File: src/hdl/sensor_block_average_alarm_top_defines.svh
// ----------------------------------------------------------------------------
// sensor block average alarm - assertion macros
// shared property forms used by the checks at the end of the top level
// ----------------------------------------------------------------------------
`ifndef SENSOR_BLOCK_AVERAGE_ALARM_TOP_DEFINES_SVH
`define SENSOR_BLOCK_AVERAGE_ALARM_TOP_DEFINES_SVH

// same-cycle implication
`define SBAA_ASSERT_IMP(label, clk, rst_n, ante, cons) \
    label: assert property (@(posedge clk) disable iff (!rst_n) (ante) |-> (cons)) \
        else $error("sbaa: same-cycle check failed");

// next-cycle implication
`define SBAA_ASSERT_NXT(label, clk, rst_n, ante, cons) \
    label: assert property (@(posedge clk) disable iff (!rst_n) (ante) |=> (cons)) \
        else $error("sbaa: next-cycle check failed");

`endif

File: src/hdl/sbaa_pkg.sv
// ----------------------------------------------------------------------------
// sbaa_pkg
// fixed field widths, codes and shared types of the sensor average alarm
// ----------------------------------------------------------------------------
`default_nettype none

package sbaa_pkg;

    localparam int ID_W        = 16;
    localparam int VAL_W       = 16;
    localparam int STATUS_W    = 2;
    localparam int CFG_W       = 16;
    localparam int CFG_IDX_W   = 1;
    localparam int IN_DATA_W   = 48;
    localparam int OUT_FIELD_W = 51;
    localparam int OUT_DATA_W  = 56;

    typedef enum logic [0:0] {
        OP_MEAS = 1'b0,
        OP_REG  = 1'b1
    } op_t;

    typedef enum logic [STATUS_W-1:0] {
        ST_ACCEPT  = 2'd0,
        ST_UNKNOWN = 2'd1,
        ST_FULL    = 2'd2,
        ST_REG     = 2'd3
    } status_t;

    typedef enum logic [CFG_IDX_W-1:0] {
        REG_MIN_TEMP = 1'b0,
        REG_MAX_TEMP = 1'b1
    } cfg_reg_t;

    // divider status toward the sequencer
    typedef struct packed {
        logic done;
        logic rem_nz;
    } div_stat_t;

endpackage

`default_nettype wire

File: src/hdl/sbaa_ram.sv
// ----------------------------------------------------------------------------
// sbaa_ram
// generic single-write, single-read ram with registered read data
// ----------------------------------------------------------------------------
`default_nettype none

module sbaa_ram #(
    parameter int WIDTH = 8,
    parameter int DEPTH = 16
) (
    input  wire logic                                     clk,
    input  wire logic                                     we,
    input  wire logic [((DEPTH > 1) ? $clog2(DEPTH) : 1)-1:0] waddr,
    input  wire logic [WIDTH-1:0]                         wdata,
    input  wire logic [((DEPTH > 1) ? $clog2(DEPTH) : 1)-1:0] raddr,
    output logic      [WIDTH-1:0]                         rdata
);

    logic [WIDTH-1:0] mem [DEPTH];

    always_ff @(posedge clk)
    begin
        if (we)
        begin
            mem[waddr] <= wdata;
        end
        rdata <= mem[raddr];
    end

endmodule

`default_nettype wire

File: src/hdl/sbaa_div.sv
// ----------------------------------------------------------------------------
// sbaa_div
// floored division of a signed window sum by the window length
// ----------------------------------------------------------------------------
`default_nettype none

module sbaa_div
    import sbaa_pkg::*;
#(
    parameter int SUM_W  = 19,
    parameter int WINDOW = 5
) (
    input  wire logic                    clk,
    input  wire logic                    rst_n,
    input  wire logic                    start,
    input  wire logic signed [SUM_W-1:0] dividend,
    output div_stat_t                    stat,
    output logic signed [SUM_W-1:0]      quotient
);

    // reciprocal scaled so that the truncated product is the exact quotient
    // for every magnitude that fits in SUM_W bits
    localparam int LOG_W   = $clog2(WINDOW);
    localparam int SHIFT   = SUM_W + LOG_W;
    localparam int RECIP_W = SUM_W + 2;
    localparam int PROD_W  = SUM_W + RECIP_W;
    localparam logic [RECIP_W-1:0] RECIP =
        RECIP_W'(((64'd1 << SHIFT) + 64'(WINDOW) - 64'd1) / 64'(WINDOW));
    localparam logic [SUM_W-1:0]   DIVISOR = SUM_W'(WINDOW);

    logic              run_reg;
    logic              fix_reg;
    logic              done_reg;
    logic [SUM_W-1:0]  mag_reg, mag_next;
    logic              neg_reg, neg_next;
    logic [SUM_W-1:0]  qmag_reg, qmag_next;
    logic              nz_reg, nz_next;
    logic [SUM_W-1:0]  quot_reg, quot_next;

    logic [PROD_W-1:0] prod;
    logic [SUM_W-1:0]  qmag;
    logic [SUM_W-1:0]  back;
    logic              rem_nz;

    // quotient of the magnitude, then the remainder check against it
    always_comb
    begin
        prod   = PROD_W'(mag_reg) * PROD_W'(RECIP);
        qmag   = SUM_W'(prod >> SHIFT);
        back   = qmag_reg * DIVISOR;
        rem_nz = (back != mag_reg);
    end

    always_comb
    begin
        mag_next  = mag_reg;
        neg_next  = neg_reg;
        qmag_next = qmag_reg;
        nz_next   = nz_reg;
        quot_next = quot_reg;

        if (start)
        begin
            neg_next = dividend[SUM_W-1];
            mag_next = dividend[SUM_W-1] ? (-dividend) : dividend;
        end
        if (run_reg)
        begin
            qmag_next = qmag;
        end
        if (fix_reg)
        begin
            // floor toward minus infinity for a negative sum
            nz_next   = rem_nz;
            quot_next = neg_reg ? (-(qmag_reg + SUM_W'(rem_nz))) : qmag_reg;
        end
    end

    always_ff @(posedge clk or negedge rst_n)
    begin
        if (!rst_n)
        begin
            run_reg  <= 1'b0;
            fix_reg  <= 1'b0;
            done_reg <= 1'b0;
        end
        else
        begin
            run_reg  <= start;
            fix_reg  <= run_reg;
            done_reg <= fix_reg;
        end
    end

    always_ff @(posedge clk)
    begin
        mag_reg  <= mag_next;
        neg_reg  <= neg_next;
        qmag_reg <= qmag_next;
        nz_reg   <= nz_next;
        quot_reg <= quot_next;
    end

    assign stat.done   = done_reg;
    assign stat.rem_nz = nz_reg;
    assign quotient    = $signed(quot_reg);

endmodule

`default_nettype wire

File: src/hdl/sensor_block_average_alarm_top.sv
// ----------------------------------------------------------------------------
// sensor_block_average_alarm_top
// sensor table with windowed block average and cold/hot threshold alarm
//
//   channel   direction  signals                       content
//   s_axis    in         s_tvalid s_tready s_tdata/user  register or measurement
//   m_axis    out        m_tvalid m_tready m_tdata/user  status, flags, average
//   cfg       in         cfg_we cfg_index cfg_data      min_temp, max_temp
//
// one transaction at a time: the table ram is scanned one entry per cycle,
// so a transaction that hits entry k stops the scan at that entry, while a miss
// or a new registration scans all MAX_SENSORS entries; after the scan a
// registration passes S_EVAL and S_DONE, a hit measurement S_EVAL, S_UPD and S_DONE
// a measurement that closes a full window also waits in S_DIV for the divider
// the result waits in an output register; a stalled output holds the next
// transaction in its final step. reset clears all valid bits at once
// ----------------------------------------------------------------------------
`default_nettype none
`include "sensor_block_average_alarm_top_defines.svh"

module sensor_block_average_alarm_top
    import sbaa_pkg::*;
#(
    parameter int MAX_SENSORS = 16,
    parameter int WINDOW      = 5
) (
    input  wire logic                  clk,
    input  wire logic                  rst_n,
    // slave stream
    input  wire logic                  s_tvalid,
    output logic                       s_tready,
    input  wire logic [IN_DATA_W-1:0]  s_tdata,   // probe_id, room_id, value
    input  wire logic [0:0]            s_tuser,   // op
    // master stream
    output logic                       m_tvalid,
    input  wire logic                  m_tready,
    // too_cold, too_hot, avg_valid, average, out_probe_id, out_room_id, pad
    output logic [OUT_DATA_W-1:0]      m_tdata,
    output logic [STATUS_W-1:0]        m_tuser,   // status
    // configuration
    input  wire logic                  cfg_we,
    input  wire logic [CFG_IDX_W-1:0]  cfg_index,
    input  wire logic [CFG_W-1:0]      cfg_data
);

    localparam int IDX_W   = (MAX_SENSORS > 1) ? $clog2(MAX_SENSORS) : 1;
    localparam int CNT_W   = $clog2(WINDOW + 1);
    localparam int SUM_W   = VAL_W + $clog2(WINDOW);
    localparam int RID_LSB = ID_W;
    localparam int CNT_LSB = 2 * ID_W;
    localparam int SUM_LSB = 2 * ID_W + CNT_W;
    localparam int ENT_W   = 2 * ID_W + CNT_W + SUM_W;
    localparam logic [IDX_W-1:0] LAST_IDX = IDX_W'(MAX_SENSORS - 1);
    localparam logic [CNT_W-1:0] FULL_CNT = CNT_W'(WINDOW);

    typedef enum logic [5:0] {
        S_IDLE = 6'b000001,
        S_SCAN = 6'b000010,
        S_EVAL = 6'b000100,
        S_DIV  = 6'b001000,
        S_UPD  = 6'b010000,
        S_DONE = 6'b100000
    } state_t;

    state_t                   state_reg, state_next;
    logic                     issue_reg, issue_next;
    logic                     cmp_vld_reg, cmp_vld_next;
    logic                     hit_reg, hit_next;
    logic                     free_reg, free_next;
    logic [MAX_SENSORS-1:0]   valid_reg, valid_next;
    logic                     m_valid_reg, m_valid_next;
    logic signed [VAL_W-1:0]  min_reg;
    logic signed [VAL_W-1:0]  max_reg;

    logic                     op_reg, op_next;
    logic [ID_W-1:0]          sid_reg, sid_next;
    logic [ID_W-1:0]          rid_reg, rid_next;
    logic signed [VAL_W-1:0]  val_reg, val_next;
    logic [IDX_W-1:0]         scan_idx_reg, scan_idx_next;
    logic [IDX_W-1:0]         cmp_idx_reg, cmp_idx_next;
    logic [IDX_W-1:0]         hit_idx_reg, hit_idx_next;
    logic [IDX_W-1:0]         free_idx_reg, free_idx_next;
    logic [ID_W-1:0]          hit_room_reg, hit_room_next;
    logic [CNT_W-1:0]         upd_cnt_reg, upd_cnt_next;
    logic signed [SUM_W-1:0]  upd_sum_reg, upd_sum_next;
    status_t                  res_status_reg, res_status_next;
    logic                     res_cold_reg, res_cold_next;
    logic                     res_hot_reg, res_hot_next;
    logic                     res_avalid_reg, res_avalid_next;
    logic signed [VAL_W-1:0]  res_avg_reg, res_avg_next;
    logic [ID_W-1:0]          res_room_reg, res_room_next;
    logic [OUT_DATA_W-1:0]    out_data_reg, out_data_next;
    logic [STATUS_W-1:0]      out_user_reg, out_user_next;

    logic                     ram_we;
    logic [IDX_W-1:0]         ram_waddr;
    logic [ENT_W-1:0]         ram_wdata;
    logic [ENT_W-1:0]         ram_rdata;
    logic [ID_W-1:0]          rd_sid;
    logic [ID_W-1:0]          rd_room;
    logic [CNT_W-1:0]         rd_cnt;
    logic signed [SUM_W-1:0]  rd_sum;

    logic                     div_start;
    div_stat_t                div_stat;
    logic signed [SUM_W-1:0]  div_q;
    logic signed [SUM_W-1:0]  min_ext;
    logic signed [SUM_W-1:0]  max_ext;
    logic [IDX_W-1:0]         reg_idx;
    logic                     out_miss;

    sbaa_ram #(
        .WIDTH (ENT_W),
        .DEPTH (MAX_SENSORS)
    ) u_table (
        .clk   (clk),
        .we    (ram_we),
        .waddr (ram_waddr),
        .wdata (ram_wdata),
        .raddr (scan_idx_reg),
        .rdata (ram_rdata)
    );

    sbaa_div #(
        .SUM_W  (SUM_W),
        .WINDOW (WINDOW)
    ) u_div (
        .clk      (clk),
        .rst_n    (rst_n),
        .start    (div_start),
        .dividend (upd_sum_reg),
        .stat     (div_stat),
        .quotient (div_q)
    );

    assign rd_sid  = ram_rdata[ID_W-1:0];
    assign rd_room = ram_rdata[RID_LSB +: ID_W];
    assign rd_cnt  = ram_rdata[CNT_LSB +: CNT_W];
    assign rd_sum  = $signed(ram_rdata[SUM_LSB +: SUM_W]);
    assign min_ext = SUM_W'(min_reg);
    assign max_ext = SUM_W'(max_reg);
    assign reg_idx = hit_reg ? hit_idx_reg : free_idx_reg;

    assign s_tready = (state_reg == S_IDLE);
    assign m_tvalid = m_valid_reg;
    assign m_tdata  = out_data_reg;
    assign m_tuser  = out_user_reg;

    always_comb
    begin
        state_next      = state_reg;
        issue_next      = issue_reg;
        cmp_vld_next    = 1'b0;
        hit_next        = hit_reg;
        free_next       = free_reg;
        valid_next      = valid_reg;
        m_valid_next    = m_valid_reg && !m_tready;
        op_next         = op_reg;
        sid_next        = sid_reg;
        rid_next        = rid_reg;
        val_next        = val_reg;
        scan_idx_next   = scan_idx_reg;
        cmp_idx_next    = cmp_idx_reg;
        hit_idx_next    = hit_idx_reg;
        free_idx_next   = free_idx_reg;
        hit_room_next   = hit_room_reg;
        upd_cnt_next    = upd_cnt_reg;
        upd_sum_next    = upd_sum_reg;
        res_status_next = res_status_reg;
        res_cold_next   = res_cold_reg;
        res_hot_next    = res_hot_reg;
        res_avalid_next = res_avalid_reg;
        res_avg_next    = res_avg_reg;
        res_room_next   = res_room_reg;
        out_data_next   = out_data_reg;
        out_user_next   = out_user_reg;
        ram_we          = 1'b0;
        ram_waddr       = hit_idx_reg;
        ram_wdata       = {upd_sum_reg, upd_cnt_reg, hit_room_reg, sid_reg};
        div_start       = 1'b0;

        unique case (state_reg)
            S_IDLE:
            begin
                if (s_tvalid)
                begin
                    op_next         = s_tuser[0];
                    sid_next        = s_tdata[ID_W-1:0];
                    rid_next        = s_tdata[ID_W +: ID_W];
                    val_next        = $signed(s_tdata[2*ID_W +: VAL_W]);
                    scan_idx_next   = '0;
                    issue_next      = 1'b1;
                    hit_next        = 1'b0;
                    free_next       = 1'b0;
                    res_cold_next   = 1'b0;
                    res_hot_next    = 1'b0;
                    res_avalid_next = 1'b0;
                    res_avg_next    = '0;
                    res_room_next   = '0;
                    state_next      = S_SCAN;
                end
            end

            S_SCAN:
            begin
                // the compare sees the entry whose read was issued in the previous cycle
                cmp_vld_next = issue_reg;
                cmp_idx_next = scan_idx_reg;
                if (issue_reg)
                begin
                    if (scan_idx_reg == LAST_IDX)
                    begin
                        issue_next = 1'b0;
                    end
                    else
                    begin
                        scan_idx_next = scan_idx_reg + 1'b1;
                    end
                end
                if (cmp_vld_reg)
                begin
                    if (valid_reg[cmp_idx_reg] && (rd_sid == sid_reg))
                    begin
                        hit_next      = 1'b1;
                        hit_idx_next  = cmp_idx_reg;
                        hit_room_next = rd_room;
                        upd_cnt_next  = rd_cnt;
                        upd_sum_next  = rd_sum;
                        state_next    = S_EVAL;
                    end
                    else
                    begin
                        if (!valid_reg[cmp_idx_reg] && !free_reg)
                        begin
                            free_next     = 1'b1;
                            free_idx_next = cmp_idx_reg;
                        end
                        if (cmp_idx_reg == LAST_IDX)
                        begin
                            state_next = S_EVAL;
                        end
                    end
                end
            end

            S_EVAL:
            begin
                state_next = S_DONE;
                if (op_reg == OP_REG)
                begin
                    if (hit_reg || free_reg)
                    begin
                        ram_we              = 1'b1;
                        ram_waddr           = reg_idx;
                        ram_wdata           = {{SUM_W{1'b0}}, {CNT_W{1'b0}}, rid_reg, sid_reg};
                        valid_next[reg_idx] = 1'b1;
                        res_status_next     = ST_REG;
                        res_room_next       = rid_reg;
                    end
                    else
                    begin
                        res_status_next = ST_FULL;
                    end
                end
                else if (!hit_reg)
                begin
                    res_status_next = ST_UNKNOWN;
                end
                else
                begin
                    res_status_next = ST_ACCEPT;
                    res_room_next   = hit_room_reg;
                    if (upd_cnt_reg >= FULL_CNT)
                    begin
                        div_start  = 1'b1;
                        state_next = S_DIV;
                    end
                    else
                    begin
                        state_next = S_UPD;
                    end
                end
            end

            S_DIV:
            begin
                if (div_stat.done)
                begin
                    // floor compares give the exact-average thresholds
                    res_avalid_next = 1'b1;
                    res_avg_next    = div_q[VAL_W-1:0];
                    res_cold_next   = (div_q < min_ext);
                    res_hot_next    = (div_q > max_ext) ||
                                      ((div_q == max_ext) && div_stat.rem_nz);
                    upd_cnt_next    = '0;
                    upd_sum_next    = '0;
                    state_next      = S_UPD;
                end
            end

            S_UPD:
            begin
                ram_we = 1'b1;
                if (val_reg != '0)
                begin
                    ram_wdata = {upd_sum_reg + SUM_W'(val_reg), upd_cnt_reg + 1'b1,
                                 hit_room_reg, sid_reg};
                end
                state_next = S_DONE;
            end

            S_DONE:
            begin
                if (!m_valid_reg || m_tready)
                begin
                    m_valid_next  = 1'b1;
                    out_data_next = {{(OUT_DATA_W - OUT_FIELD_W){1'b0}}, res_room_reg,
                                     sid_reg, res_avg_reg, res_avalid_reg, res_hot_reg,
                                     res_cold_reg};
                    out_user_next = res_status_reg;
                    state_next    = S_IDLE;
                end
            end

            default:
            begin
                state_next = S_IDLE;
            end
        endcase
    end

    always_ff @(posedge clk or negedge rst_n)
    begin
        if (!rst_n)
        begin
            state_reg   <= S_IDLE;
            issue_reg   <= 1'b0;
            cmp_vld_reg <= 1'b0;
            hit_reg     <= 1'b0;
            free_reg    <= 1'b0;
            valid_reg   <= '0;
            m_valid_reg <= 1'b0;
            min_reg     <= '0;
            max_reg     <= 16'sh7FFF;
        end
        else
        begin
            state_reg   <= state_next;
            issue_reg   <= issue_next;
            cmp_vld_reg <= cmp_vld_next;
            hit_reg     <= hit_next;
            free_reg    <= free_next;
            valid_reg   <= valid_next;
            m_valid_reg <= m_valid_next;
            if (cfg_we)
            begin
                unique case (cfg_index)
                    REG_MIN_TEMP: min_reg <= $signed(cfg_data);
                    REG_MAX_TEMP: max_reg <= $signed(cfg_data);
                endcase
            end
        end
    end

    always_ff @(posedge clk)
    begin
        op_reg         <= op_next;
        sid_reg        <= sid_next;
        rid_reg        <= rid_next;
        val_reg        <= val_next;
        scan_idx_reg   <= scan_idx_next;
        cmp_idx_reg    <= cmp_idx_next;
        hit_idx_reg    <= hit_idx_next;
        free_idx_reg   <= free_idx_next;
        hit_room_reg   <= hit_room_next;
        upd_cnt_reg    <= upd_cnt_next;
        upd_sum_reg    <= upd_sum_next;
        res_status_reg <= res_status_next;
        res_cold_reg   <= res_cold_next;
        res_hot_reg    <= res_hot_next;
        res_avalid_reg <= res_avalid_next;
        res_avg_reg    <= res_avg_next;
        res_room_reg   <= res_room_next;
        out_data_reg   <= out_data_next;
        out_user_reg   <= out_user_next;
    end

    // unknown sensor or full table on the output
    assign out_miss = m_tvalid && ((m_tuser == ST_UNKNOWN) || (m_tuser == ST_FULL));

    `SBAA_ASSERT_IMP(a_div_done_in_div, clk, rst_n, div_stat.done, state_reg == S_DIV)
    `SBAA_ASSERT_NXT(a_accept_starts_scan, clk, rst_n, s_tvalid && s_tready, state_reg == S_SCAN)
    `SBAA_ASSERT_IMP(a_avg_only_on_accept, clk, rst_n, m_tvalid && m_tdata[2], m_tuser == ST_ACCEPT)
    `SBAA_ASSERT_IMP(a_no_room_on_miss, clk, rst_n, out_miss, m_tdata[50:35] == '0)

endmodule

`default_nettype wire

File: config.mk
export PLATFORM = sky130hd
export DESIGN_NAME = sensor_block_average_alarm_top
export DESIGN_NICKNAME = d
export VERILOG_FILES = /design/src/hdl/sbaa_pkg.sv /design/src/hdl/sbaa_ram.sv /design/src/hdl/sbaa_div.sv /design/src/hdl/sensor_block_average_alarm_top.sv
export VERILOG_INCLUDE_DIRS = /design/src /design/src/hdl
export SDC_FILE = /design/constraint.sdc
export NUM_CORES = 2
export LEC_CHECK = 0
export BUFFER_PORTS_ARGS = -buffer_cell sky130_fd_sc_hd__buf_2
export CELL_PAD_IN_SITES_DETAIL_PLACEMENT = 1
export CELL_PAD_IN_SITES_GLOBAL_PLACEMENT = 1
export CORE_UTILIZATION = 40
export CTS_BUF_LIST = sky130_fd_sc_hd__clkbuf_2 sky130_fd_sc_hd__clkbuf_4 sky130_fd_sc_hd__clkbuf_8
export DETAILED_ROUTE_END_ITERATION = 10
export PLACE_DENSITY = 0.64
export SKIP_LAST_GASP = 1
export SYNTH_ARGS = -nofsm -noshare
export SYNTH_HDL_FRONTEND = slang
export SYNTH_SLANG_ARGS = --single-unit
File: constraint.sdc
create_clock -name clk -period 8.7 [get_ports clk]
set_clock_uncertainty 0.15 [all_clocks]
set_input_delay 1.305 -clock clk [delete_from_list [all_inputs] [get_ports clk]]
set_output_delay 1.305 -clock clk [all_outputs]
set_load 0.005 [all_outputs]
## Word level (Yosys, flattened, before mapping)

Memories as Yosys holds them, arrays and structs flattened. A register that Yosys moved wholly into a read port is not among the register bits.
Cells that the tools add are included.

| storage, ports and cells | value |
|---|---|
| bits in writable memories | 864 |
| output and inout bits | 60 |
| memories kept | 1 |
| logic and storage cells | 187 |
| input port bits | 71 |
| register bits after elaboration | 312 |

Memories:

| name | depth | width | rd ports | clocked after Yosys merged registers in | wr ports | RTL line | source |
|---|---|---|---|---|---|---|---|
| u_table.mem | 16 | 54 | 1 | 1 | 1 | sbaa_ram.sv:19 | `logic [WIDTH-1:0] mem [DEPTH];` |

| operators by class | value |
|---|---|
| $lt $le $gt $ge | 6 |
| bitwise logic cells | 3 |
| multiplexer cells | 76 |
| equal/unequal tests | 23 |
| multiply operators | 2 |
| add/sub/neg operators | 6 |
| reductions and logical operators | 32 |

Operators with widths:

| kind | number |
|---|---|
| $mux 54 | 3 |
| $pmux 54 s2 | 1 |
| $mux 16 | 5 |
| $pmux 16 s2 | 2 |
| $mux 19 | 3 |
| $mux 6 | 8 |
| $mul 19x20->39 const B | 1 |
| $pmux 19 s2 | 1 |
| $pmux 6 s6 | 1 |
| $mux 4 | 7 |
| $mux 1 | 27 |
| $reduce_and 4->1 | 5 |
| $add 19x16->19 | 1 |
| $eq 19x16->1 | 1 |
| $gt 19x16->1 | 1 |
| $lt 19x16->1 | 1 |
| $mul 17x3->19 const B | 1 |
| $ne 19x19->1 | 1 |
| $neg 18->19 | 1 |
| $neg 19->19 | 1 |
| $add 17x1->18 | 1 |
| $mux 18 | 1 |
| $mux 17 | 1 |
| $eq 16x16->1 | 1 |
| other kinds (33) | 72 |

## Longest topological paths before layout

| depth | value |
|---|---|
| word-level depth | 8 |
| depth in mapped cells | 28 |
| depth with buffers taken out | 28 |

## Hierarchy

Synthesis repeated with hierarchy kept, for this count alone.

| unflattened totals | value |
|---|---|
| cell total of the unflattened synthesis | 3273 |
| area total of the unflattened synthesis | 54528.5 um^2 |

Modules (own cells, without submodules):

| module | sequential area each (um^2) | times used | area an instance (um^2) | cells each |
|---|---|---|---|---|
| sbaa_ram | 27025.9 | 1 | 33439.6 | 1394 |
| sensor_block_average_alarm_top | 7292.0 | 1 | 11526.1 | 895 |
| sbaa_div | 1786.7 | 1 | 9562.9 | 984 |

## Least setup slack after synthesis

Ideal clock, no wire load.

| timing path | value |
|---|---|
| path type | register to register |
| start | register u_div.mag_reg[4] |
| end | register u_div.qmag_reg[16], data pin |
| required time | 8.290 ns |
| cell stages (with the launch flop) | 24 |
| arrival time | 5.613 ns |
| period minus slack after synthesis | 6.023 ns |
| library setup time | 0.260 ns |
| path slack | 2.677 ns |
| buffers on the path | 0 |
| path through | edfxtp_1 ha_1 inv_1 fa_1 inv_1 fa_1 inv_1 fa_1 inv_1 fa_1 inv_1 fa_1 inv_1 ha_1 nand2_1 o21ai_0 a21oi_1 o21ai_0 o41ai_1 o22ai_1 o21ai_0 nand2_1 a31oi_1 xnor2_1 |

| on the way | value |
|---|---|
| longest elaborated chain between the ends | 1 |

RTL lines:

| element | RTL line | source |
|---|---|---|
| start, declared | sbaa_div.sv:34 | `logic [SUM_W-1:0] mag_reg, mag_next;` |
| start signal, assigned | sbaa_div.sv:97 | `mag_reg <= mag_next;` |
| $mul 19x20->39 | sbaa_div.sv:48 | `prod = PROD_W'(mag_reg) * PROD_W'(RECIP);` |
| via u_div.prod[38] | sbaa_div.sv:40 | `logic [PROD_W-1:0] prod;` |
| end signal, assigned | sbaa_div.sv:99 | `qmag_reg <= qmag_next;` |
| end, declared | sbaa_div.sv:36 | `logic [SUM_W-1:0] qmag_reg, qmag_next;` |

The timed path passes the listed nets, and every way through them passes these cells.
A chain may end at the register's enable or synchronous reset.

## Final worst setup path

Same ends and word-level chain as after synthesis.

==> impl_results.md <==
- Post-Syn Area: between 50,000 and 60,000 um2
- Area grow syn2layout: 13.60%
- Crit start category: flip-flop
- Total negative setup slack: 0 ns
- Final period util: between 80% and 90%
- Sequential share of power: 46.5%
- Synth Area per Inst: around 18 um2
- Layout fillers: 12,872
- Routability congestion estimate: about 0.88
- Ys flop type: edfxtp_1
- Starting density of the core: 40.47%
- Max VDD drop: between 0.2 and 0.25 mV
- Gr usage total: between 15 and 20%
- Post_cts resized: 0
- Hold-fix buffers at CTS: 0
- Post-synth EDFFs: about 1,100
- Status: finished clean
- Number of CTS-inserted buffers: just under 200
- CTS tree: built
- Global route overflow: 0
- RSZ-0062 raised after global routing: false
- Final core utilization: between 40% and 50%
- Clock network power share: about 34%
- Final Hold Slack: between 0.2 and 0.3 ns
- Slew @ Worst Pin: about 1.1 ns
- Number of H-tree levels: 4
- Clk slew on worst S/H paths: around 0.050 ns
- First-pass GRT wire length: ~200,000 um
- Internal power: roughly 11,000 uW
- Async S/R FF share, synth: just over 5%
- Leakage: 0.02225 uW
- Largest net degree at the start of global routing: between 150 and 200
- Antenna-violating nets left: 0
- Chip height: 370.1 um
- Max reg flops: ~860
- WL per Instance: roughly 25 um
- #FFs+latches synth: between 1,000 and 1,500
- Sw power: ~4000 uW
- Chip width: about 370 um
- Share of the synthesized area in the top cell type: 61.71%
- GR Util met2: between 30% and 40%
- Ranking of synthesized cells by area: edfxtp_1, mux4_2, ha_1
- Post-synthesis sequential area ratio: roughly two thirds
- Post-Layout Cell Count: 5,296
- Placed insts: ~5,000
- Core area: about 130,000 um2
- # IOs: around 130
- Synth cell types: between 60 and 70
- Logic pwr share: roughly 19%
- Insertion delay to the later sink of the worst-skew pair: 0.90 ns
- Crit-path max FO: 6
- Initial DRT Pass Iterations: 5
- Reg2Reg Launch Point: u_div.mag_reg[4]
- Crit path DAT: between 7 and 8 ns
- Crit path launch: u_div.mag_reg[4]
- Clk root buf: clkbuf_8
- Final Hold Viols: 0
- GR Util met1: 25.29%
- GR peak layer: met2
- DRC: 0
- Most area-hungry cell type in the Yosys netlist: edfxtp_1
- Share of cells above drive strength 1: ~25%
- Hold_sp: u_table.rdata[30]
- Via count: roughly 28,000
- Switching share of power: between 20% and 30%
- Largest Register: u_table.mem
- Met3 usage: under 10%
- Final Max Tran Viols: 0
- Final net count: 3,775
- Placed Area: roughly 57,000 um2
- Fmax: 139.5 MHz
- Bufs on Longest Clock Path: 3
- Port Buffer Count: 125
- Worst hold path type: reg -> reg
- Die area: 137,000 um2
- Initial antenna violation count: 6
- WL final: between 100,000 and 150,000 um
- Vias in the first global route: 31,402
- Synth warn: 0
- Clock sink count: between 1,000 and 1,500
- Post-CTS setup buffers: 0
- Initial detailed-routing violation count: ~1,600
- Vias per inst: approximately 5.3
- Slew Limit Headroom: between 20% and 30%
- Mapped Cells: between 3,000 and 4,000
- Dpl hpwl: 80,650 um
- Fin crit period: roughly 7.2 ns
- CP Data Required Time: slightly above 9 ns
- Max Cap Violations: 0
- Final setup fails: 0
- # rows: 134
- Worst setup path category: reg -> reg
- Crit end category: flip-flop
- Final instance area: 61,580 um2
- PD cells: about 250 nW/um2
-- area by class of cell --
type                            instances  area [um2]  share of cell area [%]
Clock inverter                         64       519.2                  0.8432
Multi-Input combinational cell       1474       16920                   27.47
Inverter                              262       984.7                   1.599
Timing Repair Buffer                  188        1124                   1.824
Tap cell                             1768        2212                   3.592
Antenna cell                            2       5.005                0.008127
Clock buffer                          308        3720                   6.040
Sequential cell                      1230       36100                   58.63
-- cells in the final DEF, fill, tap and decap left out, types with 40 or more instances in the layout --
cell	instances
nand2_1	72
xnor2_1	81
ha_1	248
nor2_1	78
inv_1	261
o21ai_0	83
clkbuf_4	83
buf_2	125
dfxtp_1	54
clkbuf_8	225
and2_1	40
edfxtp_1	1114
a21oi_1	77
buf_4	61
mux4_2	275
dfrtp_1	46
nand3_1	42
fa_1	101
a21o_1	53
-- per-layer routing --
metal / share of wire [%] / up-vias
met3: 3.8 / 192
met1: 43 / 14965
met2: 51 / 624
li1: - / 12441
met4: 2.1 / 0
met5: 0 / -
-- worst max-delay path, cell delays in order (launching register included) --
cell and delay (ns):
edfxtp_1 0.55, ha_1 0.38, inv_1 0.06, fa_1 0.53, inv_1 0.10, fa_1 0.56, inv_1 0.07, fa_1 0.53
inv_1 0.05, fa_1 0.48, inv_1 0.05, fa_1 0.47, inv_1 0.04, ha_1 0.34, nand2_1 0.09, o21ai_0 0.10
a21oi_1 0.19, o21ai_0 0.18, o41ai_1 0.99, o22ai_1 0.32, o21ai_0 0.28, nand2_1 0.10, a31oi_1 0.23, xnor2_1 0.09
-- Yosys cell counts, drive strengths merged, types with 9 or more instances --
cell type,instances
nand3,42
and2,40
o21ai,86
nor2,97
nand4,20
fa,101
mux4,275
xnor2,81
buf,38
dfrtp,46
nand2b,19
mux2,35
clkbuf,62
nor3,28
nor4,10
nor2b,13
ha,248
nand2,72
a21o,54
xor2,28
inv,262
dfxtp,54
edfxtp,1114
o21a,13
a21oi,78
a31oi,13
dfstp,16
o31ai,9
nand3b,10
mux2i,19
-- per-stage QoR --
| stage | worst slack, ns | power, uW |
|---|---|---|
| 3_3_place_gp | 1.727 | 10120 |
| 5_1_grt | 1.069 | 15850 |
| 2_1_floorplan | 2.677 | 9365 |
| 4_1_cts | 1.485 | 15440 |
| 6_report | 1.531 | 15200 |
| 3_5_place_dp | 1.501 | 10200 |
-- final timing paths --
| check | end | slack [ns] | depth (start not counted) |
|---|---|---|---|
| worst max-delay path | u_div.qmag_reg[16] | 1.53 | 23 |
| worst min-delay path | hit_room_reg[14] | 0.25 | 0 |
| worst max register to register | u_div.qmag_reg[16] | 1.53 | 23 |
| worst min register to register | hit_room_reg[14] | 0.25 | 0 |
| max in group asynchronous | hit_reg | 7.32 | 2 |
| min in group asynchronous | min_reg[1] | 0.43 | 2 |
-- power groups by stage --
stage | logic, uW | registers (uW) | clock network (uW)
after floorplan | 2270 | 7100 | 0
after global placement | 2950 | 7170 | 0
after detailed placement | 3010 | 7190 | 0
after CTS | 3020 | 7070 | 5340
after global routing | 3180 | 7100 | 5560
final | 2940 | 7070 | 5190
-- logic make-up (layout without fill, tap and decap cells) --
logic type	count (synthesis)	count (layout)	synth area share, %
compound gates	302	302	3.594
xor+xnor	109	109	1.761
fa+ha+maj	349	349	9.454
buf+inv	362	822	2.543
flops	1230	1230	66.60
mux	329	329	12.50
other cells	1	7	0.006917
simple gates	380	380	3.538
(Power assumes the default switching activity.)
